**src/hw/rtl/bitmap_slot_allocator_assert.svh**
```systemverilog
// assertion macros for the bitmap slot allocator
// no dependencies; included by the top level before its checks
`ifndef BITMAP_SLOT_ALLOCATOR_ASSERT_SVH
`define BITMAP_SLOT_ALLOCATOR_ASSERT_SVH

// same-cycle implication check
`define BSA_ASSERT_IMPLIES(label, clk, rst, ante, cons) \
   label: assert property (@(posedge clk) disable iff (rst) (ante) |-> (cons)) \
      else $error("bitmap slot allocator: same-cycle check failed");

// next-cycle implication check
`define BSA_ASSERT_NEXT(label, clk, rst, ante, cons) \
   label: assert property (@(posedge clk) disable iff (rst) (ante) |=> (cons)) \
      else $error("bitmap slot allocator: next-cycle check failed");

`endif

```
**src/hw/rtl/bsa_pkg.sv**
```systemverilog
// shared types, sizes and helper functions of the bitmap slot allocator
// no dependencies
`timescale 1ns / 1ps

package bsa_pkg;

   // store geometry
   localparam int NUM_BUCKETS = 8;
   localparam int BUCKET_SIZE = 16;
   localparam int DATA_WIDTH  = 32;
   localparam int TOTAL_SLOTS = NUM_BUCKETS * BUCKET_SIZE;

   // fixed field widths of the transactions
   localparam int BUCKET_W  = 3;
   localparam int SLOT_W    = 4;
   localparam int ELEMENT_W = 32;
   localparam int COUNT_W   = 8;

   // internal widths
   localparam int INDEX_W = (TOTAL_SLOTS > 1) ? $clog2(TOTAL_SLOTS) : 1;
   localparam int POS_W   = $clog2(TOTAL_SLOTS + 1);

   typedef logic [TOTAL_SLOTS-1:0] bitmap_type;
   typedef logic [INDEX_W-1:0]     index_type;
   typedef logic [POS_W-1:0]       pos_type;
   typedef logic [DATA_WIDTH-1:0]  entry_type;

   typedef enum logic [1:0] {
      FN_ADD    = 2'd0,
      FN_REMOVE = 2'd1,
      FN_GET    = 2'd2,
      FN_SEEK   = 2'd3
   } func_type;

   typedef enum logic [1:0] {
      ST_OK   = 2'd0,
      ST_FULL = 2'd1,
      ST_FREE = 2'd2,
      ST_NONE = 2'd3
   } status_type;

   typedef struct packed {
      func_type              func;
      logic [ELEMENT_W-1:0]  element;
      logic [BUCKET_W-1:0]   bucket;
      logic [SLOT_W-1:0]     slot;
      logic                  from_start;
   } req_type;

   typedef struct packed {
      status_type            status;
      logic [BUCKET_W-1:0]   out_bucket;
      logic [SLOT_W-1:0]     out_slot;
      logic [ELEMENT_W-1:0]  data;
      logic [COUNT_W-1:0]    occupied_count;
   } rsp_type;

   // outcome of one transaction, from the bitmap to the top level
   typedef struct packed {
      status_type status;
      index_type  index;
      logic       write_entry;
      logic       read_entry;
   } decide_type;

   typedef struct packed {
      logic      found;
      index_type index;
   } hit_type;

   // lowest set bit of a bitmap: isolate it, then encode the one-hot word
   function automatic hit_type first_set(input bitmap_type vec);
      bitmap_type lowest;
      hit_type    hit;
      lowest    = vec & (~vec + 1'b1);
      hit.found = |vec;
      hit.index = '0;
      for (int i = 0; i < TOTAL_SLOTS; i++) begin
         if (lowest[i]) begin
            hit.index = hit.index | INDEX_W'(i);
         end
      end
      return hit;
   endfunction

endpackage

```
**src/hw/rtl/bsa_entry_ram.sv**
```systemverilog
// element store of the bitmap slot allocator: one write and one registered read port
// depends on bsa_pkg
`timescale 1ns / 1ps

module bsa_entry_ram (
   input  logic              clock,
   input  logic              wr_en,
   input  bsa_pkg::index_type wr_index,
   input  bsa_pkg::entry_type wr_data,
   input  logic              rd_en,
   input  bsa_pkg::index_type rd_index,
   output bsa_pkg::entry_type rd_data
);

   bsa_pkg::entry_type mem [bsa_pkg::TOTAL_SLOTS];
   bsa_pkg::entry_type rd_data_ff;

   // write port
   always_ff @(posedge clock) begin
      if (wr_en) begin
         mem[wr_index] <= wr_data;
      end
   end

   // registered read port
   always_ff @(posedge clock) begin
      if (rd_en) begin
         rd_data_ff <= mem[rd_index];
      end
   end

   assign rd_data = rd_data_ff;

endmodule

```
**src/hw/rtl/bsa_bitmap.sv**
```systemverilog
// occupancy bitmap, live count and slot search of the bitmap slot allocator
// depends on bsa_pkg
`timescale 1ns / 1ps

module bsa_bitmap (
   input  logic                          clock,
   input  logic                          reset,
   input  logic                          advance,
   input  bsa_pkg::req_type              req,
   output bsa_pkg::decide_type           decide,
   output logic [bsa_pkg::COUNT_W-1:0]   count
);

   bsa_pkg::bitmap_type              occupancy_ff, occupancy_in;
   logic [bsa_pkg::COUNT_W-1:0]      count_ff, count_in;
   logic                             in_range;
   bsa_pkg::index_type               loc_index;
   bsa_pkg::pos_type                 start;
   bsa_pkg::bitmap_type              seek_mask;
   bsa_pkg::hit_type                 free_hit, seek_hit;
   bsa_pkg::decide_type              decide_c;

   // locator decode
   always_comb begin
      in_range  = (int'(req.bucket) < bsa_pkg::NUM_BUCKETS) &&
                  (int'(req.slot) < bsa_pkg::BUCKET_SIZE);
      loc_index = bsa_pkg::INDEX_W'(int'(req.bucket) * bsa_pkg::BUCKET_SIZE +
                                    int'(req.slot));
   end

   // first position a seek may return
   always_comb begin
      if (req.from_start) begin
         start = '0;
      end else if (int'(req.bucket) >= bsa_pkg::NUM_BUCKETS) begin
         start = bsa_pkg::POS_W'(bsa_pkg::TOTAL_SLOTS);
      end else if (int'(req.slot) >= bsa_pkg::BUCKET_SIZE) begin
         start = bsa_pkg::POS_W'((int'(req.bucket) + 1) * bsa_pkg::BUCKET_SIZE);
      end else begin
         start = bsa_pkg::POS_W'(int'(req.bucket) * bsa_pkg::BUCKET_SIZE +
                                 int'(req.slot) + 1);
      end
      for (int i = 0; i < bsa_pkg::TOTAL_SLOTS; i++) begin
         seek_mask[i] = (bsa_pkg::POS_W'(i) >= start);
      end
   end

   // priority search for a free slot and for the next occupied one
   always_comb begin
      free_hit = bsa_pkg::first_set(~occupancy_ff);
      seek_hit = bsa_pkg::first_set(occupancy_ff & seek_mask);
   end

   // decision and next bitmap state
   always_comb begin
      decide_c.status      = bsa_pkg::ST_OK;
      decide_c.index       = '0;
      decide_c.write_entry = 1'b0;
      decide_c.read_entry  = 1'b0;
      occupancy_in         = occupancy_ff;
      count_in             = count_ff;
      case (req.func)
         bsa_pkg::FN_ADD: begin
            if (free_hit.found) begin
               decide_c.index                = free_hit.index;
               decide_c.write_entry          = 1'b1;
               occupancy_in[free_hit.index]  = 1'b1;
               count_in                      = count_ff + bsa_pkg::COUNT_W'(1);
            end else begin
               decide_c.status = bsa_pkg::ST_FULL;
            end
         end
         bsa_pkg::FN_REMOVE, bsa_pkg::FN_GET: begin
            if (in_range && occupancy_ff[loc_index]) begin
               decide_c.index      = loc_index;
               decide_c.read_entry = 1'b1;
               if (req.func == bsa_pkg::FN_REMOVE) begin
                  occupancy_in[loc_index] = 1'b0;
                  count_in                = count_ff - bsa_pkg::COUNT_W'(1);
               end
            end else begin
               decide_c.status = bsa_pkg::ST_FREE;
            end
         end
         bsa_pkg::FN_SEEK: begin
            if (seek_hit.found) begin
               decide_c.index      = seek_hit.index;
               decide_c.read_entry = 1'b1;
            end else begin
               decide_c.status = bsa_pkg::ST_NONE;
            end
         end
         default: begin
            decide_c.status = bsa_pkg::ST_NONE;
         end
      endcase
   end

   // state update, once per transaction
   always_ff @(posedge clock) begin
      if (reset) begin
         occupancy_ff <= '0;
         count_ff     <= '0;
      end else if (advance) begin
         occupancy_ff <= occupancy_in;
         count_ff     <= count_in;
      end
   end

   assign decide = decide_c;
   assign count  = count_ff;

endmodule

```
**src/hw/rtl/bitmap_slot_allocator.sv**
```systemverilog
// Bitmap slot allocator: 8 buckets of 16 slots, each holding a 32-bit element, with
// one occupancy bit per slot. Add fills the first free slot in bucket-then-slot order,
// remove and get act on a given locator, seek finds the next occupied slot. One
// transaction is accepted every cycle while responses are taken. A transaction goes
// through the input register and then the result register. A response left waiting
// holds the transaction behind it in the input register, and the input then stalls
// until the response is taken. The priority encoders over the occupancy bitmap and
// the single read port of the element RAM each serve one transaction per cycle while
// responses are taken. The occupancy map is cleared by reset; no clearing pass.
// depends on bsa_pkg, bsa_bitmap, bsa_entry_ram and bitmap_slot_allocator_assert.svh
`timescale 1ns / 1ps

`include "bitmap_slot_allocator_assert.svh"

module bitmap_slot_allocator (
   input  logic             clock,
   input  logic             reset,
   input  logic             req_valid,
   output logic             req_ready,
   input  bsa_pkg::req_type req_payload,
   output logic             rsp_valid,
   input  logic             rsp_ready,
   output bsa_pkg::rsp_type rsp_payload
);

   logic                          in_valid_ff, in_valid_in;
   bsa_pkg::req_type              in_ff;
   logic                          rsp_valid_ff, rsp_valid_in;
   bsa_pkg::status_type           status_ff;
   bsa_pkg::index_type            index_ff;
   logic                          from_ram_ff;
   bsa_pkg::entry_type            element_ff;
   logic                          advance;
   logic                          req_take;
   bsa_pkg::decide_type           decide;
   logic [bsa_pkg::COUNT_W-1:0]   count;
   bsa_pkg::entry_type            rd_data;
   logic                          rsp_ok;
   logic                          full_rsp;
   logic                          count_full;
   logic                          err_rsp;
   logic                          err_zero;
   logic                          rsp_stall;

   // handshake: process when the result register is free or being emptied
   assign advance   = in_valid_ff && (!rsp_valid_ff || rsp_ready);
   assign req_ready = !in_valid_ff || advance;
   assign req_take  = req_valid && req_ready;

   // input register
   always_comb begin
      in_valid_in = in_valid_ff;
      if (req_take) begin
         in_valid_in = 1'b1;
      end else if (advance) begin
         in_valid_in = 1'b0;
      end
   end

   always_ff @(posedge clock) begin
      if (reset) begin
         in_valid_ff <= 1'b0;
      end else begin
         in_valid_ff <= in_valid_in;
      end
   end

   always_ff @(posedge clock) begin
      if (req_take) begin
         in_ff <= req_payload;
      end
   end

   // bitmap, count and search
   bsa_bitmap u_bitmap (
      .clock   (clock),
      .reset   (reset),
      .advance (advance),
      .req     (in_ff),
      .decide  (decide),
      .count   (count)
   );

   // element store
   bsa_entry_ram u_entry_ram (
      .clock    (clock),
      .wr_en    (advance && decide.write_entry),
      .wr_index (decide.index),
      .wr_data  (bsa_pkg::DATA_WIDTH'(in_ff.element)),
      .rd_en    (advance && decide.read_entry),
      .rd_index (decide.index),
      .rd_data  (rd_data)
   );

   // result register
   always_comb begin
      rsp_valid_in = rsp_valid_ff;
      if (advance) begin
         rsp_valid_in = 1'b1;
      end else if (rsp_ready) begin
         rsp_valid_in = 1'b0;
      end
   end

   always_ff @(posedge clock) begin
      if (reset) begin
         rsp_valid_ff <= 1'b0;
      end else begin
         rsp_valid_ff <= rsp_valid_in;
      end
   end

   always_ff @(posedge clock) begin
      if (advance) begin
         status_ff   <= decide.status;
         index_ff    <= decide.index;
         from_ram_ff <= decide.read_entry;
         element_ff  <= bsa_pkg::DATA_WIDTH'(in_ff.element);
      end
   end

   // response assembly: locator and data read as zero unless the status is ok
   assign rsp_ok = (status_ff == bsa_pkg::ST_OK);

   always_comb begin
      rsp_payload.status         = status_ff;
      rsp_payload.out_bucket     = '0;
      rsp_payload.out_slot       = '0;
      rsp_payload.data           = '0;
      rsp_payload.occupied_count = count;
      if (rsp_ok) begin
         rsp_payload.out_bucket = bsa_pkg::BUCKET_W'(index_ff / bsa_pkg::BUCKET_SIZE);
         rsp_payload.out_slot   = bsa_pkg::SLOT_W'(index_ff % bsa_pkg::BUCKET_SIZE);
         rsp_payload.data       = from_ram_ff ? bsa_pkg::ELEMENT_W'(rd_data)
                                              : bsa_pkg::ELEMENT_W'(element_ff);
      end
   end

   assign rsp_valid = rsp_valid_ff;

   // terms for the checks
   assign full_rsp   = rsp_valid_ff && (status_ff == bsa_pkg::ST_FULL);
   assign count_full = (int'(count) == bsa_pkg::TOTAL_SLOTS);
   assign err_rsp    = rsp_valid_ff && !rsp_ok;
   assign err_zero   = (rsp_payload.out_bucket == '0) && (rsp_payload.out_slot == '0) &&
                       (rsp_payload.data == '0);
   assign rsp_stall  = in_valid_ff && rsp_valid_ff && !rsp_ready;

   // checks
   `BSA_ASSERT_IMPLIES(a_full_count, clock, reset, full_rsp, count_full)
   `BSA_ASSERT_IMPLIES(a_err_zero, clock, reset, err_rsp, err_zero)
   `BSA_ASSERT_IMPLIES(a_stall_blocks, clock, reset, rsp_stall, !req_ready)
   `BSA_ASSERT_NEXT(a_advance_result, clock, reset, advance, rsp_valid_ff)

endmodule
```
**config.mk**
```make
export PLATFORM = sky130hd
export DESIGN_NAME = bitmap_slot_allocator
export DESIGN_NICKNAME = d
export VERILOG_FILES = /design/src/hw/rtl/bsa_pkg.sv /design/src/hw/rtl/bsa_entry_ram.sv /design/src/hw/rtl/bsa_bitmap.sv /design/src/hw/rtl/bitmap_slot_allocator.sv
export VERILOG_INCLUDE_DIRS = /design/src /design/src/hw/rtl
export SDC_FILE = /design/constraint.sdc
export NUM_CORES = 2
export LEC_CHECK = 0
export BUFFER_PORTS_ARGS = -buffer_cell sky130_fd_sc_hd__buf_2
export CORE_MARGIN = 5
export CORE_UTILIZATION = 49
export CTS_CLUSTER_SIZE = 24
export DETAILED_ROUTE_END_ITERATION = 8
export PLACE_DENSITY = 0.71
export SLEW_MARGIN = 20
export SYNTH_ARGS = -nofsm -noshare
export SYNTH_HDL_FRONTEND = slang
export SYNTH_SLANG_ARGS = --single-unit
export TNS_END_PERCENT = 50
```
**constraint.sdc**
```tcl
create_clock -name clock -period 7.6 [get_ports clock]
set_input_delay 0 -clock clock [delete_from_list [all_inputs] [get_ports clock]]
set_output_delay 0 -clock clock [all_outputs]
set_load 0.005 [all_outputs]
```
Word level (Yosys, flattened, before mapping)
Memories as Yosys holds them, arrays and structs flattened. A register that Yosys moved wholly into a read port is not among the register bits. Cells that the tools add are included.

Word-level logic and storage cells: 499. Memories: 1. RAM bits: 4096. ROM bits: 0. Bits in registers: 222. Latch bits: 0. Input bits: 46.

Memories: u_entry_ram.mem (words 128, bits a word 32, read ports 1, clocked after memory_dff 1, write ports 1, RTL line bsa_entry_ram.sv:15) `bsa_pkg::entry_type mem [bsa_pkg::TOTAL_SLOTS];`.

Add/subtract/negate cells: 6. Eq/ne operators: 6. Order comparisons: 132. Shifts and indexed selects: 0. Reduce and logical (&&, ||, !) cells: 20. Bitwise logic cells: 9. Div/mod/pow operators: 0. Mux-type cells: 312. Multipliers: 0.

Operators by type and width (count): 128-bit two-way mux (9); 7-bit two-way mux (132); 128-bit AND (4); 7-bit by 8-bit greater-or-equal comparator with 1-bit output (first input constant) (64); 128-bit NOT (4); 6-bit two-way mux (64); 128-bit by 1-bit adder with 128-bit output (second input constant) (2); 6-bit by 8-bit greater-or-equal comparator with 1-bit output (first input constant) (32); 128-bit case mux with 2 select lines (1); 128-bit OR reduction (2); 5-bit two-way mux (32); 5-bit by 8-bit greater-or-equal comparator with 1-bit output (first input constant) (16); 128-bit bitwise OR (1); 8-bit two-way mux (14); 4-bit by 8-bit greater-or-equal comparator with 1-bit output (first input constant) (8); 4-bit two-way mux (16); 39-bit two-way mux (1); 3-bit by 8-bit greater-or-equal comparator with 1-bit output (first input constant) (4); 32-bit two-way mux (1); 9-bit case mux with 3 select lines (1); 3-bit two-way mux (8); 1-bit two-way mux (19); 2-bit two-way mux (9); 1-bit by 8-bit greater-or-equal comparator with 1-bit output (first input constant) (2); 22 further kinds (39).

Longest topological paths before layout
Depth in word-level cells: 141. Depth in mapped cells: 29.

Modules after synthesis
From an unflattened synthesis, not the netlist that was laid out.

Cell total of the unflattened synthesis: 8841. Area total of the unflattened synthesis: 177433.9 um2.

By module, submodules not included: bsa_entry_ram (instances 1, area an instance 156596.4 um2, cells an instance 5990); bsa_bitmap (instances 1, area an instance 17649.4 um2, cells an instance 2674); bitmap_slot_allocator (instances 1, area an instance 3188.1 um2, cells an instance 177).

Worst setup path before layout
OpenSTA, ideal clock, no wires.

Path kind: reg-to-reg. Start: reg in_ff[1] in the netlist's numbering. End: mem u_entry_ram.mem[39][0] in the netlist's numbering (enable). Clock period less this slack: 7.076 ns. Setup time: 0.421 ns. Arrival time: 6.655 ns. Path slack: 0.524 ns. Data required time: 7.179 ns. Cell stages (with the launch flop): 26. Path through: edfxtp_1 > ha_1 > buf_4 > and4_1 > buf_4 > nor2_2 > o2111ai_1 > a2111oi_4 > a41oi_2 > nor4_4 > nand4_1 > buf_4 > buf_2 > nor4_1 > a21oi_1 > nand4_1 > o31ai_1 > buf_4 > buf_2 > buf_2 > buf_2 > buf_2 > nor3_1 > nand2_1 > buf_2 > nor2_1.

Word-level cells in the longest chain between the ends: 140. Elaborated cells between the ends (all ways): 272. Classes of those cells: add/sub: 3; order compare: 128; mux: 137; bitwise: 3; reduce/logical: 1.

RTL lines: start: declaration (RTL line bitmap_slot_allocator.sv:27) `bsa_pkg::req_type in_ff;`; start signal: assignment (RTL line bitmap_slot_allocator.sv:70) `in_ff <= req_payload;`; 7-bit by 4-bit adder with 8-bit output * (RTL line bsa_bitmap.sv:27) `loc_index = bsa_pkg::INDEX_W'(int'(req.bucket) * bsa_pkg::BUCKET_SIZE +`; 8-bit by 2-bit adder with 8-bit output (RTL line bsa_bitmap.sv:41) `int'(req.slot) + 1);`; 8-bit two-way mux (3 in series) (RTL line bsa_bitmap.sv:33) `if (req.from_start) begin`; 1-bit by 8-bit greater-or-equal comparator with 1-bit output (RTL line bsa_bitmap.sv:44) `seek_mask[i] = (bsa_pkg::POS_W'(i) >= start);`; 128-bit AND (RTL line bsa_bitmap.sv:51) `seek_hit = bsa_pkg::first_set(occupancy_ff & seek_mask);`; 128-bit NOT (RTL line bsa_pkg.sv:75) `lowest = vec & (~vec + 1'b1);`; 128-bit by 1-bit adder with 128-bit output (RTL line bsa_pkg.sv:75); 128-bit AND (RTL line bsa_pkg.sv:75); (+3 left out); 3-bit two-way mux (4 in series) (RTL line bsa_pkg.sv:79) `if (lowest[i]) begin`; 4-bit two-way mux (8 in series) (RTL line bsa_pkg.sv:79); 5-bit two-way mux (16 in series) (RTL line bsa_pkg.sv:79); 6-bit two-way mux (32 in series) (RTL line bsa_pkg.sv:79); 7-bit two-way mux (64 in series) (RTL line bsa_pkg.sv:79); 7-bit two-way mux (RTL line bsa_bitmap.sv:86) `if (seek_hit.found) begin`; 7-bit two-way mux (RTL line bsa_bitmap.sv:62) `case (req.func)`; 9-bit case mux with 3 select lines * (RTL line bsa_bitmap.sv:62); end: declaration (RTL line bsa_entry_ram.sv:15).

Mark *: on every way between the ends. The rest lies on a longest branch, timed or not. The select of a mux whose other input is x is not followed.

Final worst setup path
Start: reg in_ff[1] in the netlist's numbering. End: reg u_entry_ram.rd_data_ff[20], in the netlist u_entry_ram.rd_data[20] (read register of u_entry_ram.mem), data pin.

Word-level cells in the longest chain between the ends: 140. Elaborated cells between the ends (all ways): 278. Classes of those cells: add/sub: 3; order compare: 128; mux: 142; bitwise: 3; reduce/logical: 2.

RTL lines: 7-bit by 4-bit adder with 8-bit output * (RTL line bsa_bitmap.sv:27); 8-bit by 2-bit adder with 8-bit output (RTL line bsa_bitmap.sv:41); 8-bit two-way mux (3 in series) (RTL line bsa_bitmap.sv:33); 1-bit by 8-bit greater-or-equal comparator with 1-bit output (RTL line bsa_bitmap.sv:44); 128-bit AND (RTL line bsa_bitmap.sv:51); 128-bit NOT (RTL line bsa_pkg.sv:75); 128-bit by 1-bit adder with 128-bit output (RTL line bsa_pkg.sv:75); 128-bit AND (RTL line bsa_pkg.sv:75); (+3 left out); 3-bit two-way mux (4 in series) (RTL line bsa_pkg.sv:79); 4-bit two-way mux (8 in series) (RTL line bsa_pkg.sv:79); 5-bit two-way mux (16 in series) (RTL line bsa_pkg.sv:79); 6-bit two-way mux (32 in series) (RTL line bsa_pkg.sv:79); 7-bit two-way mux (64 in series) (RTL line bsa_pkg.sv:79); 7-bit two-way mux (RTL line bsa_bitmap.sv:86); 7-bit two-way mux (RTL line bsa_bitmap.sv:62); 9-bit case mux with 3 select lines (RTL line bsa_bitmap.sv:62); end: declaration (RTL line bsa_entry_ram.sv:16) `bsa_pkg::entry_type rd_data_ff;`.

Marked as above. A chain may end at the register's enable or synchronous reset.

==> results.yml <==
sta:
  final.period_utilization_pct: 102.0
  relSlewSlack_pct: 17.52
  fin_ws_ns: -0.1513
  period_needed_ns: 7.751
  report.final.slew_viol_count: 0
  skew_ns: 0.08793
  tightest_slew_ns: 1.226
  hold_viol: 0
  fmax_mhz: 129.0
  setup_viol: 4
  rsz0062_at_grt: "true"
setup_path:
  endpoint: "u_entry_ram.rd_data[20]"
  r2r-start: "in_ff[1]"
  reg2regPathDepth: 27
  slowest_stage: "a211oi_4"
  worst-path-buf-inv: 10
  r2r-end: "u_entry_ram.rd_data[20]"
  startpoint: "in_ff[1]"
  path_max_fanout: 19
  cp.depth: 27
  path_common_cell: "buf_4"
  critPathTopFamily: "compound AO/OA/AOI/OAI gates"
  max_stage_delay_ns: 0.83
  worstPathArrival_ns: 8.64
  r2r_slack_ns: -0.15
  required_ns: 8.49
  end_kind: "register"
  critPathKind: "register to register"
  cp-start-kind: "register"
floorplan:
  core.rowCount: 222
  ioPinCount: 97
  chipWidth_microns: 615.8
  die_area_sq_mm: 0.3792
  core_area_sq_mm: 0.3655
  die_h_microns: 615.8
  initial_core_util_pct: 49.20
detailed_routing:
  drtAntennaViolNets: 0
  vias_per_cell: 6.435
  wirelength_microns: 613200
  drt-initial-drc-count: 19561
  avgRoutedWirePerCell_microns: 31.29
  vias: 126098
  drc: 0
  first_pass_iters: 9
final_layout:
  final_cell_mix: "4212 x edfxtp_1, 2279 x nand2_1, 1407 x buf_4"
  drive_gt1_share_pct: 20.45
  num-fill-cells: 26828
  final_util_pct: 60.00
  final_common_cell: "edfxtp_1"
  syn2layout_area_growth_pct: 21.96
  final_nets: 14420
synth:
  yosys_register_bits: 4350
  ys_seq_area_share_pct: 71.87
  synthFlopType: "edfxtp_1"
  synthArstFlopShare_pct: 0
  syn_avg_cell_area_sq_um: 14.13
  synth.area.top_cells: "edfxtp_1 70%, mux2i_1 6.5%, nand2_1 4.8%, o221ai_1 1.8%, dfxtp_1 1.5%"
  synth_fp_nets: 12787
  synth_top_area_share_pct: 70.33
  synth_cells: 12730
  synth_cell_types: 129
  synth_area_sq_mm: 0.1798
  synth_edf_count: 4212
  yosysWarningCount: 0
  yosysTopAreaCell: "edfxtp_1"
placed_design:
  place_congestion: 1.006
  numPortBuffers: 96
  place_hpwl_microns: 409700
  pre_cts_slack_ns: -0.6238
clock_tree:
  clock_sinks: 4350
  cts_tree: "done"
  cts_root_buf: "clkbuf_16"
  clk_latency_ns: 1.03
  h-tree-depth: 5
  cts_made_buffers: 426
  clk_pin_slew_ns: 0.07
  cts_buffer_depth: 4
pwr:
  p_leak_nw: 81.66
  vdd_drop_max_mv: 0.2222
  p_per_area_mw_per_mm2: 227.5
global_routing:
  grt_pass1_vias: 119944
  antenna_found_initial: 52
  grt_max_degree: 130
  grt_pass1_wl_microns: 864400
  track_usage_pct: 31.19
  grt_overflow_total: 0
min_path:
  min_path_type: "primary input to register"
outcome:
  failed_checks: "setup timing"
  status: "complete, but fails checks"
run:
  max_cap_violations: 0
-- what timing repair did --
| action | in CTS | in global routing |
|---|---|---|
| hold buffers | 92 | 0 |
| gates cloned | 0 | 2 |
| endpoints found under the setup margin | 32 | 32 |
| buffers inserted | 0 | 4 |
| pin swaps | 1 | 4 |
| resized for setup | 37 | 71 |
| hold endpoints to repair | 205 | 0 |
-- flip-flops by register name, summed over array words and instances, names as in the netlist --
register               flops
u_entry_ram.mem         4096
u_bitmap.occupancy_ff    128
in_ff                     42
element_ff                32
u_entry_ram.rd_data       32
u_bitmap.count             8
index_ff                   7
status_ff                  2
from_ram_ff                1
in_valid_ff                1
rsp_valid                  1
-- metal layers --
layer / up-vias / GRT usage, % / wire [microns] / share of wire (%)
met4: 10 / 17.26 / 39940 / 6.5
met2: 8939 / 47.42 / 274600 / 45
li1: 52964 / - / - / -
met5: - / 0 / 62 / 0.010
met3: 1573 / 6.280 / 70960 / 12
met1: 62612 / 42.30 / 227700 / 37
-- area by class of cell --
type,count,area (sq um),share of cell area (%)
clock buffer,528,11140,5.078
multi-input combinational,7489,48810,22.26
antenna,64,160.2,0.07302
tap,4816,6026,2.747
timing repair buffer,2044,20980,9.566
clock inverter,252,2749,1.253
inverter,52,217.7,0.09926
sequential,4350,129200,58.93
-- through the flow --
step,setup TNS [ns],power [mW],hold WS [ns],instance area [sq um],std cells
2_1_floorplan,0,27.94,0.09887,179800,12730
5_1_grt,-0.3369,51.13,0.07676,219200,19563
4_1_cts,0,49.91,0.007508,218700,19523
3_3_place_gp,-8.833,29.15,0.1776,203500,18649
6_report,-0.2858,49.89,0.04918,219300,19595
3_5_place_dp,-10.36,29.18,0.1791,203600,18651
-- cell families after synthesis --
| kind of cell | Yosys count | share of synthesized area (%) |
|---|---|---|
| adder cells (fa/ha/maj) | 11 | 0.08071 |
| buffers and inverters | 891 | 2.217 |
| flip-flops | 4350 | 71.87 |
| AO/OA/AOI/OAI | 2459 | 9.363 |
| AND/OR/NAND/NOR | 3814 | 9.694 |
| multiplexers | 1191 | 6.696 |
| XOR/XNOR | 14 | 0.08280 |
-- worst min-delay path, stage by stage --
cell and delay [ns]:
dlygate4sd3_1 0.54, buf_4 0.31, nor2_1 0.17
-- how the worst min path moves through the flow --
stage                   start           endpoint  slack, ns  cells after the start
2_1_floorplan  req_payload[0]           in_ff[0]        0.1                      0
3_3_place_gp   req_payload[0]           in_ff[0]       0.18                      1
3_5_place_dp   req_payload[0]           in_ff[0]       0.18                      1
4_1_cts                 reset  u_bitmap.count[3]      0.008                      3
5_1_grt                 reset  u_bitmap.count[7]       0.08                      3
6_report                reset  u_bitmap.count[7]       0.05                      3
-- power breakdown --
| group | total [mW] | internal (mW) | switching [mW] |
|---|---|---|---|
| Clock | 21.1 | 11.8 | 9.24 |
| Sequential | 26.4 | 26.3 | 0.0303 |
| Combinational | 2.45 | 0.769 | 1.68 |
| Total | 49.9 | 38.9 | 10.9 |
-- synth_stat cells, types with 36 or more instances --
library cell,number
mux2i_1,1170
o21ai_0,377
inv_1,46
nor3_1,108
o32ai_1,71
edfxtp_1,4212
or4_1,53
a2111oi_0,76
nand4_1,71
nor4_1,151
dfxtp_1,138
clkbuf_1,418
a211oi_1,61
a21oi_1,495
buf_4,45
a31oi_1,317
o22ai_1,212
o21bai_1,36
nor2_1,335
buf_2,289
nand3_1,156
and3_1,360
buf_1,73
nand2_1,2290
a311oi_1,68
o21ai_1,61
o221ai_1,366
Note: power is estimated with default switching activity, not from simulation.
